[src/hw/rtl/ddn_pkg.sv]
// Package for the date day number unit: shared types, calendar constants,
// operation codes and month and year length functions.
// No dependencies.
`default_nettype none

package ddn_pkg;

	// Year offset from 1900; a normalized year always fits in 0..199.
	typedef logic [7:0]         yoff_t;
	// Working value of the shared adder: wide enough for day number plus offset.
	typedef logic signed [20:0] acc_t;

	localparam logic [11:0] YEAR_FIRST = 12'd1900;
	localparam logic [11:0] YEAR_END   = 12'd2099;
	localparam acc_t        LAST_DAY   = 21'sd73049;
	localparam logic [8:0]  YEAR_SHORT = 9'd365;
	localparam logic [8:0]  YEAR_LONG  = 9'd366;

	// Operation codes on the func field.
	localparam logic [2:0] F_TO_NUM  = 3'd0;
	localparam logic [2:0] F_TO_DATE = 3'd1;
	localparam logic [2:0] F_ADD     = 3'd2;
	localparam logic [2:0] F_SUB     = 3'd3;
	localparam logic [2:0] F_DIFF    = 3'd4;
	localparam logic [2:0] F_INC     = 3'd5;
	localparam logic [2:0] F_DEC     = 3'd6;

	typedef enum logic [3:0] {
		S_IDLE,
		S_LOAD,
		S_NUM_MON,
		S_NUM_YR,
		S_OFFS,
		S_WRAP,
		S_MODCHK,
		S_MOD,
		S_DATE_CHK,
		S_DATE_YR,
		S_DATE_MON,
		S_DONE
	} seq_state_t;

	typedef struct packed {
		logic busy;
		logic done;
	} seq_stat_t;

	typedef struct packed {
		yoff_t              yoff;
		logic [3:0]         month;
		logic [4:0]         day;
		logic signed [17:0] number;
	} seq_res_t;

	// Within 1900..2099 a year is leap when divisible by four, except 1900.
	function automatic logic is_leap(input yoff_t yoff);
		return (yoff[1:0] == 2'b00) && (yoff != 8'd0);
	endfunction

	function automatic logic [4:0] month_days(input yoff_t yoff, input logic [3:0] month);
		logic [4:0] n;
		case (month)
			4'd2: begin
				n = is_leap(yoff) ? 5'd29 : 5'd28;
			end
			4'd4, 4'd6, 4'd9, 4'd11: begin
				n = 5'd30;
			end
			default: begin
				n = 5'd31;
			end
		endcase
		return n;
	endfunction

	function automatic logic [8:0] year_days(input yoff_t yoff);
		return is_leap(yoff) ? YEAR_LONG : YEAR_SHORT;
	endfunction

endpackage

`default_nettype wire

[src/hw/rtl/ddn_norm.sv]
// Date normalizer: forces an out-of-range year, month or day to its first value
// and returns the year as an offset from 1900. Depends on ddn_pkg.
`default_nettype none

module ddn_norm
	import ddn_pkg::*;
(
	input  wire logic [11:0] year,
	input  wire logic [3:0]  month,
	input  wire logic [4:0]  day,
	output yoff_t            yoff,
	output logic [3:0]       month_n,
	output logic [4:0]       day_n
);

	logic       year_ok;
	yoff_t      year_rel;
	logic [4:0] dim;

	assign year_ok  = (year >= YEAR_FIRST) && (year <= YEAR_END);
	// Only the low byte matters once the year is known to be in range.
	assign year_rel = 8'(year - YEAR_FIRST);
	assign yoff     = year_ok ? year_rel : 8'd0;
	assign month_n  = ((month >= 4'd1) && (month <= 4'd12)) ? month : 4'd1;
	assign dim      = month_days(yoff, month_n);
	assign day_n    = ((day != 5'd0) && (day <= dim)) ? day : 5'd1;

endmodule

`default_nettype wire

[src/hw/rtl/ddn_alu.sv]
// Shared add/subtract unit of the date sequencer; all day-count arithmetic of a
// conversion passes through it. Depends on ddn_pkg.
`default_nettype none

module ddn_alu
	import ddn_pkg::*;
(
	input  wire acc_t  a,
	input  wire acc_t  b,
	input  wire logic  sub,
	output acc_t       sum
);

	// One adder: a subtraction adds the inverted operand with a carry in.
	assign sum = a + (b ^ {21{sub}}) + {20'd0, sub};

endmodule

`default_nettype wire

[src/hw/rtl/ddn_seq.sv]
// Sequencer of the date unit: walks months and years one step a cycle through
// the shared adder. Depends on ddn_pkg and ddn_alu.
`default_nettype none

module ddn_seq
	import ddn_pkg::*;
(
	input  wire logic               clk,
	input  wire logic               arst_n,
	input  wire logic               start,
	input  wire logic               out_free,
	input  wire logic [2:0]         func,
	input  wire logic signed [19:0] amount,
	input  wire yoff_t              ya,
	input  wire logic [3:0]         ma,
	input  wire logic [4:0]         da,
	input  wire yoff_t              yb,
	input  wire logic [3:0]         mb,
	input  wire logic [4:0]         db,
	output seq_stat_t               stat,
	output seq_res_t                res
);

	seq_state_t state_q, state_d;
	logic       pass_b_q, pass_b_d;
	acc_t       acc_q, acc_d;
	acc_t       num_a_q, num_a_d;
	yoff_t      yr_q, yr_d;
	logic [3:0] mo_q, mo_d;
	seq_res_t   res_q, res_d;

	acc_t       alu_a, alu_b, sum;
	logic       alu_sub;
	logic       sum_pos;
	yoff_t      ty;
	logic [3:0] tm;
	logic [4:0] td;
	seq_res_t   res_a;

	ddn_alu u_alu (
		.a   (alu_a),
		.b   (alu_b),
		.sub (alu_sub),
		.sum (sum)
	);

	assign sum_pos = !sum[20] && (sum != 21'sd0);

	// The second pass of a difference converts date b.
	assign ty = pass_b_q ? yb : ya;
	assign tm = pass_b_q ? mb : ma;
	assign td = pass_b_q ? db : da;

	// Result that leaves the first date as it stands, with its day number.
	always_comb begin
		res_a.yoff   = ya;
		res_a.month  = ma;
		res_a.day    = da;
		res_a.number = acc_q[17:0];
	end

	always_comb begin
		state_d  = state_q;
		pass_b_d = pass_b_q;
		acc_d    = acc_q;
		num_a_d  = num_a_q;
		yr_d     = yr_q;
		mo_d     = mo_q;
		res_d    = res_q;
		alu_a    = acc_q;
		alu_b    = 21'sd0;
		alu_sub  = 1'b0;

		case (state_q)
			S_IDLE: begin
				if (start) begin
					pass_b_d = 1'b0;
					state_d  = S_LOAD;
				end
			end
			S_LOAD: begin
				if (func == F_TO_DATE) begin
					acc_d   = {amount[19], amount};
					state_d = S_DATE_CHK;
				end else begin
					acc_d   = {16'd0, td};
					yr_d    = 8'd0;
					mo_d    = 4'd1;
					state_d = S_NUM_MON;
				end
			end
			S_NUM_MON: begin
				if (mo_q < tm) begin
					alu_b = {16'd0, month_days(ty, mo_q)};
					acc_d = sum;
					mo_d  = mo_q + 4'd1;
				end else begin
					state_d = S_NUM_YR;
				end
			end
			S_NUM_YR: begin
				if (yr_q < ty) begin
					alu_b = {12'd0, year_days(yr_q)};
					acc_d = sum;
					yr_d  = yr_q + 8'd1;
				end else if (pass_b_q) begin
					alu_a        = num_a_q;
					alu_b        = acc_q;
					alu_sub      = 1'b1;
					res_d        = res_a;
					res_d.number = sum[17:0];
					state_d      = S_DONE;
				end else begin
					num_a_d = acc_q;
					case (func)
						F_DIFF: begin
							pass_b_d = 1'b1;
							state_d  = S_LOAD;
						end
						F_ADD, F_SUB, F_INC, F_DEC: begin
							state_d = S_OFFS;
						end
						default: begin
							res_d   = res_a;
							state_d = S_DONE;
						end
					endcase
				end
			end
			S_OFFS: begin
				case (func)
					F_ADD: begin
						alu_b   = {amount[19], amount};
						acc_d   = sum;
						state_d = S_WRAP;
					end
					F_SUB: begin
						alu_b   = {amount[19], amount};
						alu_sub = 1'b1;
						acc_d   = sum;
						state_d = S_WRAP;
					end
					F_INC: begin
						if (acc_q != LAST_DAY) begin
							alu_b   = 21'sd1;
							acc_d   = sum;
							state_d = S_DATE_CHK;
						end else begin
							res_d   = res_a;
							state_d = S_DONE;
						end
					end
					F_DEC: begin
						if (acc_q != 21'sd1) begin
							alu_b   = 21'sd1;
							alu_sub = 1'b1;
							acc_d   = sum;
							state_d = S_DATE_CHK;
						end else begin
							res_d   = res_a;
							state_d = S_DONE;
						end
					end
					default: begin
						res_d   = res_a;
						state_d = S_DONE;
					end
				endcase
			end
			S_WRAP: begin
				// A negative sum is subtracted from the last day; a difference
				// at or below zero wraps forward by one span.
				if (func == F_ADD) begin
					if (acc_q[20]) begin
						alu_a   = LAST_DAY;
						alu_b   = acc_q;
						alu_sub = 1'b1;
						acc_d   = sum;
					end
				end else begin
					if (acc_q[20] || (acc_q == 21'sd0)) begin
						alu_b = LAST_DAY;
						acc_d = sum;
					end
				end
				state_d = S_MODCHK;
			end
			S_MODCHK: begin
				alu_b   = LAST_DAY;
				alu_sub = 1'b1;
				if (sum_pos) begin
					acc_d   = sum;
					state_d = S_MOD;
				end else begin
					state_d = S_DATE_CHK;
				end
			end
			S_MOD: begin
				// Once above the last day the value is reduced to a true
				// remainder, so an exact multiple ends at zero.
				alu_b   = LAST_DAY;
				alu_sub = 1'b1;
				if (!sum[20]) begin
					acc_d = sum;
				end else begin
					state_d = S_DATE_CHK;
				end
			end
			S_DATE_CHK: begin
				alu_b   = LAST_DAY;
				alu_sub = 1'b1;
				if (acc_q[20] || (acc_q == 21'sd0) || (acc_q == 21'sd1) || sum_pos) begin
					res_d.yoff   = 8'd0;
					res_d.month  = 4'd1;
					res_d.day    = 5'd1;
					res_d.number = 18'sd1;
					state_d      = S_DONE;
				end else begin
					res_d.number = acc_q[17:0];
					yr_d         = 8'd0;
					mo_d         = 4'd1;
					state_d      = S_DATE_YR;
				end
			end
			S_DATE_YR: begin
				alu_b   = {12'd0, year_days(yr_q)};
				alu_sub = 1'b1;
				if (sum_pos) begin
					acc_d = sum;
					yr_d  = yr_q + 8'd1;
				end else begin
					state_d = S_DATE_MON;
				end
			end
			S_DATE_MON: begin
				alu_b   = {16'd0, month_days(yr_q, mo_q)};
				alu_sub = 1'b1;
				if ((mo_q < 4'd12) && sum_pos) begin
					acc_d = sum;
					mo_d  = mo_q + 4'd1;
				end else begin
					res_d.yoff  = yr_q;
					res_d.month = mo_q;
					res_d.day   = acc_q[4:0];
					state_d     = S_DONE;
				end
			end
			S_DONE: begin
				if (out_free) begin
					state_d = S_IDLE;
				end
			end
			default: begin
				state_d = S_IDLE;
			end
		endcase
	end

	always_ff @(posedge clk or negedge arst_n) begin
		if (!arst_n) begin
			state_q  <= S_IDLE;
			pass_b_q <= 1'b0;
		end else begin
			state_q  <= state_d;
			pass_b_q <= pass_b_d;
		end
	end

	always_ff @(posedge clk) begin
		acc_q   <= acc_d;
		num_a_q <= num_a_d;
		yr_q    <= yr_d;
		mo_q    <= mo_d;
		res_q   <= res_d;
	end

	assign stat.busy = (state_q != S_IDLE);
	assign stat.done = (state_q == S_DONE);
	assign res       = res_q;

endmodule

`default_nettype wire

[src/hw/rtl/date_day_number_unit.sv]
// Top level of the Gregorian date unit (1900-01-01 is day 1, 2099-12-31 day 73049):
// input capture, normalizers, sequencer and output register.
// Depends on ddn_pkg, ddn_norm and ddn_seq.
//
//   Channel  Handshake             Payload
//   input    in_valid / in_stall   func, year_a, month_a, day_a, year_b, month_b,
//                                  day_b, amount
//   output   out_valid / out_stall res_year, res_month, res_day, number
//
// Each word is handled alone. Converting a date to a day number takes one step per
// month and per year from 1900; a difference does it twice.
// Add and subtract follow with up to nine reduction steps and a year and month walk
// back to a date, all through the single shared adder.
// in_stall is high from acceptance until the result moves to the output register.
// A finished word waits in the output register while out_stall is high; the next
// input word is taken meanwhile. Reset clears control state only.
`default_nettype none

module date_day_number_unit
	import ddn_pkg::*;
(
	input  wire logic               clk,
	input  wire logic               arst_n,
	input  wire logic               in_valid,
	output logic                    in_stall,
	input  wire logic [2:0]         func,
	input  wire logic [11:0]        year_a,
	input  wire logic [3:0]         month_a,
	input  wire logic [4:0]         day_a,
	input  wire logic [11:0]        year_b,
	input  wire logic [3:0]         month_b,
	input  wire logic [4:0]         day_b,
	input  wire logic signed [19:0] amount,
	output logic                    out_valid,
	input  wire logic               out_stall,
	output logic [11:0]             res_year,
	output logic [3:0]              res_month,
	output logic [4:0]              res_day,
	output logic signed [17:0]      number
);

	logic               in_acc;
	logic               out_free;
	logic               out_valid_q;
	logic [2:0]         func_q;
	logic [11:0]        year_a_q, year_b_q;
	logic [3:0]         month_a_q, month_b_q;
	logic [4:0]         day_a_q, day_b_q;
	logic signed [19:0] amount_q;
	yoff_t              ya, yb;
	logic [3:0]         ma, mb;
	logic [4:0]         da, db;
	seq_stat_t          stat;
	seq_res_t           res;
	logic [11:0]        res_year_q;
	logic [3:0]         res_month_q;
	logic [4:0]         res_day_q;
	logic signed [17:0] number_q;

	assign in_stall = stat.busy;
	assign in_acc   = in_valid && !in_stall;
	assign out_free = !out_valid_q || !out_stall;

	always_ff @(posedge clk) begin
		if (in_acc) begin
			func_q    <= func;
			year_a_q  <= year_a;
			month_a_q <= month_a;
			day_a_q   <= day_a;
			year_b_q  <= year_b;
			month_b_q <= month_b;
			day_b_q   <= day_b;
			amount_q  <= amount;
		end
	end

	ddn_norm u_norm_a (
		.year    (year_a_q),
		.month   (month_a_q),
		.day     (day_a_q),
		.yoff    (ya),
		.month_n (ma),
		.day_n   (da)
	);

	ddn_norm u_norm_b (
		.year    (year_b_q),
		.month   (month_b_q),
		.day     (day_b_q),
		.yoff    (yb),
		.month_n (mb),
		.day_n   (db)
	);

	ddn_seq u_seq (
		.clk      (clk),
		.arst_n   (arst_n),
		.start    (in_acc),
		.out_free (out_free),
		.func     (func_q),
		.amount   (amount_q),
		.ya       (ya),
		.ma       (ma),
		.da       (da),
		.yb       (yb),
		.mb       (mb),
		.db       (db),
		.stat     (stat),
		.res      (res)
	);

	always_ff @(posedge clk or negedge arst_n) begin
		if (!arst_n) begin
			out_valid_q <= 1'b0;
		end else if (stat.done && out_free) begin
			out_valid_q <= 1'b1;
		end else if (!out_stall) begin
			out_valid_q <= 1'b0;
		end
	end

	always_ff @(posedge clk) begin
		if (stat.done && out_free) begin
			res_year_q  <= YEAR_FIRST + {4'd0, res.yoff};
			res_month_q <= res.month;
			res_day_q   <= res.day;
			number_q    <= res.number;
		end
	end

	assign out_valid = out_valid_q;
	assign res_year  = res_year_q;
	assign res_month = res_month_q;
	assign res_day   = res_day_q;
	assign number    = number_q;

endmodule

`default_nettype wire
[config.mk]
export PLATFORM = sky130hd
export DESIGN_NAME = date_day_number_unit
export DESIGN_NICKNAME = d
export VERILOG_FILES = /design/src/hw/rtl/ddn_pkg.sv /design/src/hw/rtl/ddn_norm.sv /design/src/hw/rtl/ddn_alu.sv /design/src/hw/rtl/ddn_seq.sv /design/src/hw/rtl/date_day_number_unit.sv
export SDC_FILE = /design/constraint.sdc
export NUM_CORES = 1
export LEC_CHECK = 0
export BUFFER_PORTS_ARGS = -buffer_cell sky130_fd_sc_hd__buf_2
export CORE_MARGIN = 4
export CORE_UTILIZATION = 45
export CTS_CLUSTER_DIAMETER = 30
export DETAILED_ROUTE_END_ITERATION = 8
export GPL_ROUTABILITY_DRIVEN = 0
export PLACE_DENSITY = 0.74
export SLEW_MARGIN = 20
export SYNTH_ARGS = -nofsm -noshare
export SYNTH_HDL_FRONTEND = slang
export SYNTH_SLANG_ARGS = --single-unit
[constraint.sdc]
create_clock -name clk -period 10.45 [get_ports clk]
set_input_delay 2.09 -clock clk [delete_from_list [all_inputs] [get_ports clk]]
set_output_delay 2.09 -clock clk [all_outputs]
set_load 0.005 [all_outputs]
==> results.py, run 1 <==
metrics = {
    "timing": {
        "max_freq_mhz": 105,
        "finalSetupViolCount": 0,
        "rsz0062_at_grt": "no",
        "worst_pin_slew_ps": 1150,
        "fin_setup_tns_ps": 0,
        "clock_skew_ps": 14.4,
        "max_slew_margin_pct": 23.3,
        "period_minus_slack_ps": 9500,
        "report.final.slew_viol_count": 0,
        "fin_crit_sh_pct": 90.9,
        "finalHoldViolCount": 0,
    },
    "floorplan": {
        "die_h_um": 170,
        "die_w_um": 170,
        "core_mm2": 0.0254,
        "die-area_mm2": 0.0288,
        "start_util_pct": 46.2,
        "pin_count": 110,
        "num_rows": 58,
    },
    "critical_path": {
        "critPathKind": "reg2reg",
        "critPathMaxFanout": 22,
        "path_buf_inv": 0,
        "crit_path_frequent_cell": "a21oi_1",
        "cpMaxStageDelayCell": "nor3b_1",
        "cp-start-kind": "register",
        "cp.arrival_ps": 9560,
        "worst_ep_required_time_ps": 10510,
        "critPathTopFamily": "simple AND/OR/NAND/NOR gates",
        "crit_path_end_kind": "register",
        "cpPeakStageDelay_ps": 890,
        "crit_chain": "nor4b_1, o221ai_1, nor3_1, a22oi_1, ha_1, a21oi_1, a21oi_1, nor3_1, o21ai_0, or3_1, xor2_1, ha_1, a21o_1, or4_1, o221ai_1, nand2b_1, a21oi_1, xor2_1, or3b_2, or4b_4, nor4b_4, a31o_2, a21oi_1, nor3b_1",
    },
    "global_routing": {
        "antenna_found_initial": 0,
        "grt_pass1_wl_um": 50100,
        "grt_usage_pct": 22.0,
        "grt_max_degree": 43,
        "grt_pass1_vias": 8908,
        "grt_overflow": 0,
    },
    "synth": {
        "syn_avg_cell_area_um2": 10.7,
        "syn-num-nets": 1212,
        "synth_top_area_cell": "edfxtp_1",
        "synth_seq_area_share_pct": 50.6,
        "ys_warn_count": 0,
        "async_flop_share_pct": 3.02,
        "syn-cell-area_mm2": 0.0117,
        "synth_cells": 1098,
        "netlist_top_cells_area": "edfxtp_1 49%, ha_1 4.7%, a21oi_1 3.5%",
        "synth.distinct_cells": 82,
        "synth_top_area_share_pct": 49.3,
        "ys_seq_elements": 199,
        "synth_edf_count": 193,
        "synthFlopType": "edfxtp_1",
    },
    "clock_tree": {
        "clkTransAtPathRegs_ps": 80,
        "cts_sinks": 199,
        "clk_latency_ps": 450,
        "cts_max_path_buffers": 2,
        "root_buffer": "clkbuf_16",
        "cts_tree": "built",
        "htreeDepth": 4,
        "cts-resized-gates": 0,
        "cts_buffers": 17,
        "cts_hold_buf": 0,
        "cts_setup_buffers": 0,
    },
    "route": {
        "drtIter0Drc": 1440,
        "routed_wl_um": 32200,
        "vias": 9697,
        "avgRoutedWirePerCell_um": 21.1,
        "ant_nets": 0,
        "drt_pre_antenna_iters": 6,
        "via_per_inst": 6.34,
        "drc": 0,
    },
    "run_status": {
        "status": "completed",
    },
    "cells_and_area": {
        "drive_above_1_share_pct": 17.0,
        "area_growth_pct": 12.4,
        "fin_nets": 1301,
        "fillerInstances": 2287,
        "multiInputGateArea_mm2": 0.00548,
        "num_antenna_cells": 0,
        "ff_latch_area_mm2": 0.00595,
    },
    "flow_run": {
        "drv_cap": 0,
    },
    "placed_design": {
        "dpl.hpwl_um": 23700,
        "port_buffers": 109,
    },
    "hold_path": {
        "min_path_type": "reg2reg",
    },
}
## sequential cells by signal, indices dropped and copies added, names as in the netlist
| signal | cells |
|---|---|
| func_q | 3 |
| u_seq.state_q | 4 |
| u_seq.acc_q | 21 |
| year_b_q | 12 |
| res_month | 4 |
| u_seq.mo_q | 4 |
| number | 18 |
| res_day | 5 |
| u_seq.pass_b_q | 1 |
| year_a_q | 12 |
| u_seq.yr_q | 8 |
| out_valid | 1 |
| res_year | 12 |
| month_a_q | 4 |
| day_a_q | 5 |
| month_b_q | 4 |
| u_seq.res | 35 |
| u_seq.num_a_q | 21 |
| day_b_q | 5 |
| amount_q | 20 |
## per-layer routing
layer	vias to the layer above	global-route usage [%]	share of wire, %
met5	-	0	0
met4	0	7.98	2.9
met3	85	5.05	12
met2	608	31.8	42
met1	4556	32.6	43
li1	4448	-	-
## stage by stage
| stage | area, um^2 | std cells | setup slack [ps] | hold slack (ps) | utilization, % |
|---|---|---|---|---|---|
| 4_1_cts | 13200 | 1530 | 1030 | 422 | 52.0 |
| 3_5_place_dp | 12600 | 1498 | 1080 | 405 | 49.6 |
| 6_report | 13200 | 1530 | 953 | 421 | 52.0 |
| 2_1_floorplan | 11700 | 1098 | 2170 | 400 | - |
| 5_1_grt | 13200 | 1530 | 461 | 428 | 52.0 |
| 3_3_place_gp | 12600 | 1498 | 1550 | 405 | 49.6 |
## cells by family (layout without fill, tap and decap cells)
kind of cell	Yosys count	count (layout)	synth area share [%]
AOI/OAI and AO/OA	358	358	20.6
xor gates and xnor gates	47	47	3.50
adders and majority gates	45	45	4.86
buffers and inverters	84	186	2.92
DFF	199	199	50.6
muxes	27	27	2.55
and+or+nand+nor	338	338	14.9
## cell usage after synthesis, types with 6 or more instances
library cell and instances:
a211oi_1 14, a21o_1 8, a21oi_1 82, a221oi_1 6, a22o_1 39, a22oi_1 11
a31oi_1 23, and2_1 9, and3_1 11, buf_1 7, clkbuf_1 36, dfrtp_1 6
edfxtp_1 193, ha_1 44, inv_1 34, mux2_2 20, mux2i_1 6, nand2_1 82
nand2b_1 15, nand3_1 29, nand3b_1 6, nor2_1 91, nor2b_1 8, nor3_1 25
nor4_1 9, nor4b_1 7, o211ai_1 7, o21a_1 9, o21ai_0 77, o221ai_1 14
o22ai_1 6, o2bb2ai_1 9, xnor2_1 29, xor2_1 18
## layout by cell type, fill, tap and decap left out, types with 6 or more instances in the layout
cell type	n
edfxtp_1	193
and2_1	9
o22ai_1	6
a21oi_1	82
and3_1	9
nor4_1	9
inv_1	34
o21ai_0	76
a221oi_1	6
buf_2	109
dfrtp_1	6
a22o_1	39
a211oi_1	13
nand2b_1	15
nor4b_1	7
o211ai_1	7
nand3b_1	6
mux2_2	20
nor2_1	91
ha_1	44
clkbuf_16	17
a22oi_1	11
nor2b_1	8
o2bb2ai_1	9
nand2_1	82
nand3_1	29
clkinv_8	6
buf_4	11
mux2i_1	6
o221ai_1	14
a21o_1	8
xnor2_1	29
a31oi_1	22
o21a_1	9
nor3_1	24
xor2_1	18
## worst reg2reg max path: cells and delay by family (launching register included)
kind,cells,cell delay (ps)
flops,1,460
xor+xnor,2,590
fa+ha+maj,2,780
simple gates,10,5060
compound gates,10,2230
## cell type report
class,count,area share (%)
well taps,330,3.13
multi-input cells,815,41.5
repair buffers,120,4.76
clock inverters,15,1.38
clock buffers,17,3.22
inverters,34,0.966
flip-flops and latches,199,45.0
## worst paths after layout
| path | start | end | slack, ps | cells past startpoint |
|---|---|---|---|---|
| hold reg to reg | u_seq.res[26] | res_month[3] | 420 | 0 |
| setup reg to reg | year_b_q[7] | u_seq.yr_q[5] | 950 | 24 |
| max in group asynchronous | arst_n | u_seq.state_q[3] | 8850 | 1 |
| min in group asynchronous | arst_n | u_seq.state_q[2] | 1450 | 1 |
| hold / removal | u_seq.res[26] | res_month[3] | 420 | 0 |
| setup / recovery | year_b_q[7] | u_seq.yr_q[5] | 950 | 24 |
Power of run 1 is left out: the tool's default activity adds up to more than one toggle a clock period on the data nets, which glitch-free logic cannot reach.
==> inputs of run 2 (changes only) <==
Settings changed: CORE_UTILIZATION 45 to 53, PLACE_DENSITY 0.74 to 0.83.
==> run 2 against run 1 <==
Against the previous run:
- die area is 14% lower
- clock skew grew 2.7 ps
- fmax increased by 0.82%
- critical path depth stayed put
- cell area about the same
- count of clock-buffer cells in the layout unchanged
- register-to-register slack improved by 80 ps
- via count is 1.1% higher
- worst hold slack better by 2.7 ps
- critical endpoint is now u_seq.mo_q[0]
- routed wire length shrank 2.4%
- flip-flop and latch count is the same
==> results.py, run 2 (synthesis results as in run 1) <==
metrics = {
    "cells_and_area": {
        "area_growth_pct": 12.3,
        "largest_register_ffs": 35,
        "fin_nets": 1301,
        "drive_above_1_share_pct": 17.3,
        "multiInputGateArea_mm2": 0.00549,
        "layout.cells.most_common": "edfxtp_1",
        "ff_latch_area_mm2": 0.00595,
        "num_antenna_cells": 0,
        "fillerInstances": 1729,
        "mostFrequentLayoutCells": "193 x edfxtp_1, 109 x buf_2, 90 x nor2_1",
        "final_util_pct": 60.5,
    },
    "global_routing": {
        "grt-busiest-layer": "met1",
        "grt_overflow": 0,
        "grt_usage_pct": 25.5,
        "grt_pass1_wl_um": 49300,
        "grt_max_degree": 67,
        "grt_util_met1_pct": 37.4,
        "grt_pass1_vias": 9056,
        "use_met3_pct": 6.53,
        "grtUsageMet2_pct": 37.4,
        "antenna_found_initial": 0,
    },
    "route": {
        "routed_wl_um": 31500,
        "drt_pre_antenna_iters": 7,
        "ant_nets": 0,
        "avgRoutedWirePerCell_um": 21.3,
        "via_per_inst": 6.62,
        "vias": 9800,
        "drtIter0Drc": 1562,
        "drc": 0,
    },
    "clock_tree": {
        "cts_sinks": 199,
        "cts_buffers": 17,
        "clkTransAtPathRegs_ps": 80,
        "clk_latency_ps": 450,
        "cts_setup_buffers": 0,
        "cts-resized-gates": 0,
        "cts_hold_buf": 0,
        "root_buffer": "clkbuf_16",
        "htreeDepth": 4,
        "cts_tree": "built",
        "cts_max_path_buffers": 2,
    },
    "floorplan": {
        "die_h_um": 157,
        "core_mm2": 0.0218,
        "num_rows": 54,
        "die_w_um": 157,
        "pin_count": 110,
        "start_util_pct": 53.8,
        "die-area_mm2": 0.0246,
    },
    "timing": {
        "worst_pin_slew_ps": 998,
        "period_minus_slack_ps": 9420,
        "fin_setup_tns_ps": 0,
        "finalHoldViolCount": 0,
        "report.final.slew_viol_count": 0,
        "setup_ws_ps": 1030,
        "max_slew_margin_pct": 33.5,
        "hold_ws_ps": 423,
        "max_freq_mhz": 106,
        "clock_skew_ps": 17.1,
        "finalSetupViolCount": 0,
        "fin_crit_sh_pct": 90.1,
        "rsz0062_at_grt": "no",
    },
    "critical_path": {
        "r2r_slack_ps": 1030,
        "rr_endpoint": "u_seq.mo_q[0]",
        "critPathKind": "reg2reg",
        "cp-start-kind": "register",
        "r2r_start": "year_b_q[7]",
        "crit_path_end_kind": "register",
        "r2r_cells": 24,
        "worst_ep_required_time_ps": 10520,
        "cp.arrival_ps": 9490,
        "critPathMaxFanout": 22,
    },
    "placed_design": {
        "pre_cts_ws_ps": 1270,
        "dpl.hpwl_um": 22700,
        "port_buffers": 109,
    },
    "hold_path": {
        "min_to": "number[16]",
        "hold_start": "u_seq.res[16]",
        "hold_depth": 0,
        "min_path_type": "reg2reg",
    },
    "flow_run": {
        "drv_cap": 0,
    },
    "run_status": {
        "status": "completed",
    },
}
## run 2: changes by cell type in the layout (fill, tap and decap cells not counted)
| cell | before | now |
|---|---|---|
| bufinv_16 | 0 | 1 |
| inv_12 | 1 | 0 |
| nor3b_2 | 0 | 1 |
| clkinv_4 | 2 | 1 |
| o21ai_2 | 0 | 1 |
| nor2_2 | 0 | 1 |
| o21ai_0 | 76 | 75 |
| clkinv_2 | 1 | 0 |
| inv_16 | 0 | 1 |
| clkinv_8 | 6 | 7 |
| inv_8 | 1 | 2 |
| inv_6 | 4 | 3 |
| nor3b_1 | 4 | 3 |
| nor2_1 | 91 | 90 |
## run 2: how the worst max path moves through the flow
stage                     slack, ps    startpoint             end
after detailed placement       1270   year_b_q[7]   u_seq.yr_q[1]
final                          1030   year_b_q[7]   u_seq.mo_q[0]
after global placement         1580  year_a_q[10]   u_seq.yr_q[7]
after global routing            360  year_a_q[10]   u_seq.mo_q[2]
after floorplan                2170   year_b_q[3]  u_seq.acc_q[0]
after CTS                      1090   year_b_q[3]   u_seq.yr_q[6]
## run 2: metrics by stage
stage	area, um^2	std cells
finish	13200	1480
global route	13200	1480
CTS	13200	1480
floorplan	11700	1098
global placement	12500	1448
detailed placement	12500	1448
## run 2: critical path, cell delays in order, from the launching register on
cell and delay [ps]:
edfxtp_1 440, nor4b_1 370, o221ai_1 300, nor3_1 580, a22oi_1 230, ha_1 350, a21oi_1 160, a21oi_1 110
nor3_1 470, o21ai_0 240, or3_1 770, xor2_1 310, ha_1 440, a21o_1 240, or4_1 430, o221ai_1 440
nand2b_1 100, a21oi_1 180, xor2_1 260, or3b_2 470, or4b_4 530, nor4b_4 350, a31o_2 300, a21oi_1 130
nor4b_1 810
## run 2: final cells by class
type,count,share of cell area [%]
multi-input cells,815,41.6
well taps,280,2.66
repair buffers,120,4.76
clock buffers,17,3.22
flip-flops and latches,199,45.1
clock inverters,15,1.68
inverters,34,0.967
## run 2: metal layers
metal	part of all wire, %	vias up
li1	-	4435
met1	41	4575
met2	43	705
met3	14	85
met4	2.8	0
met5	0	-
Power of run 2 is left out for the same reason.
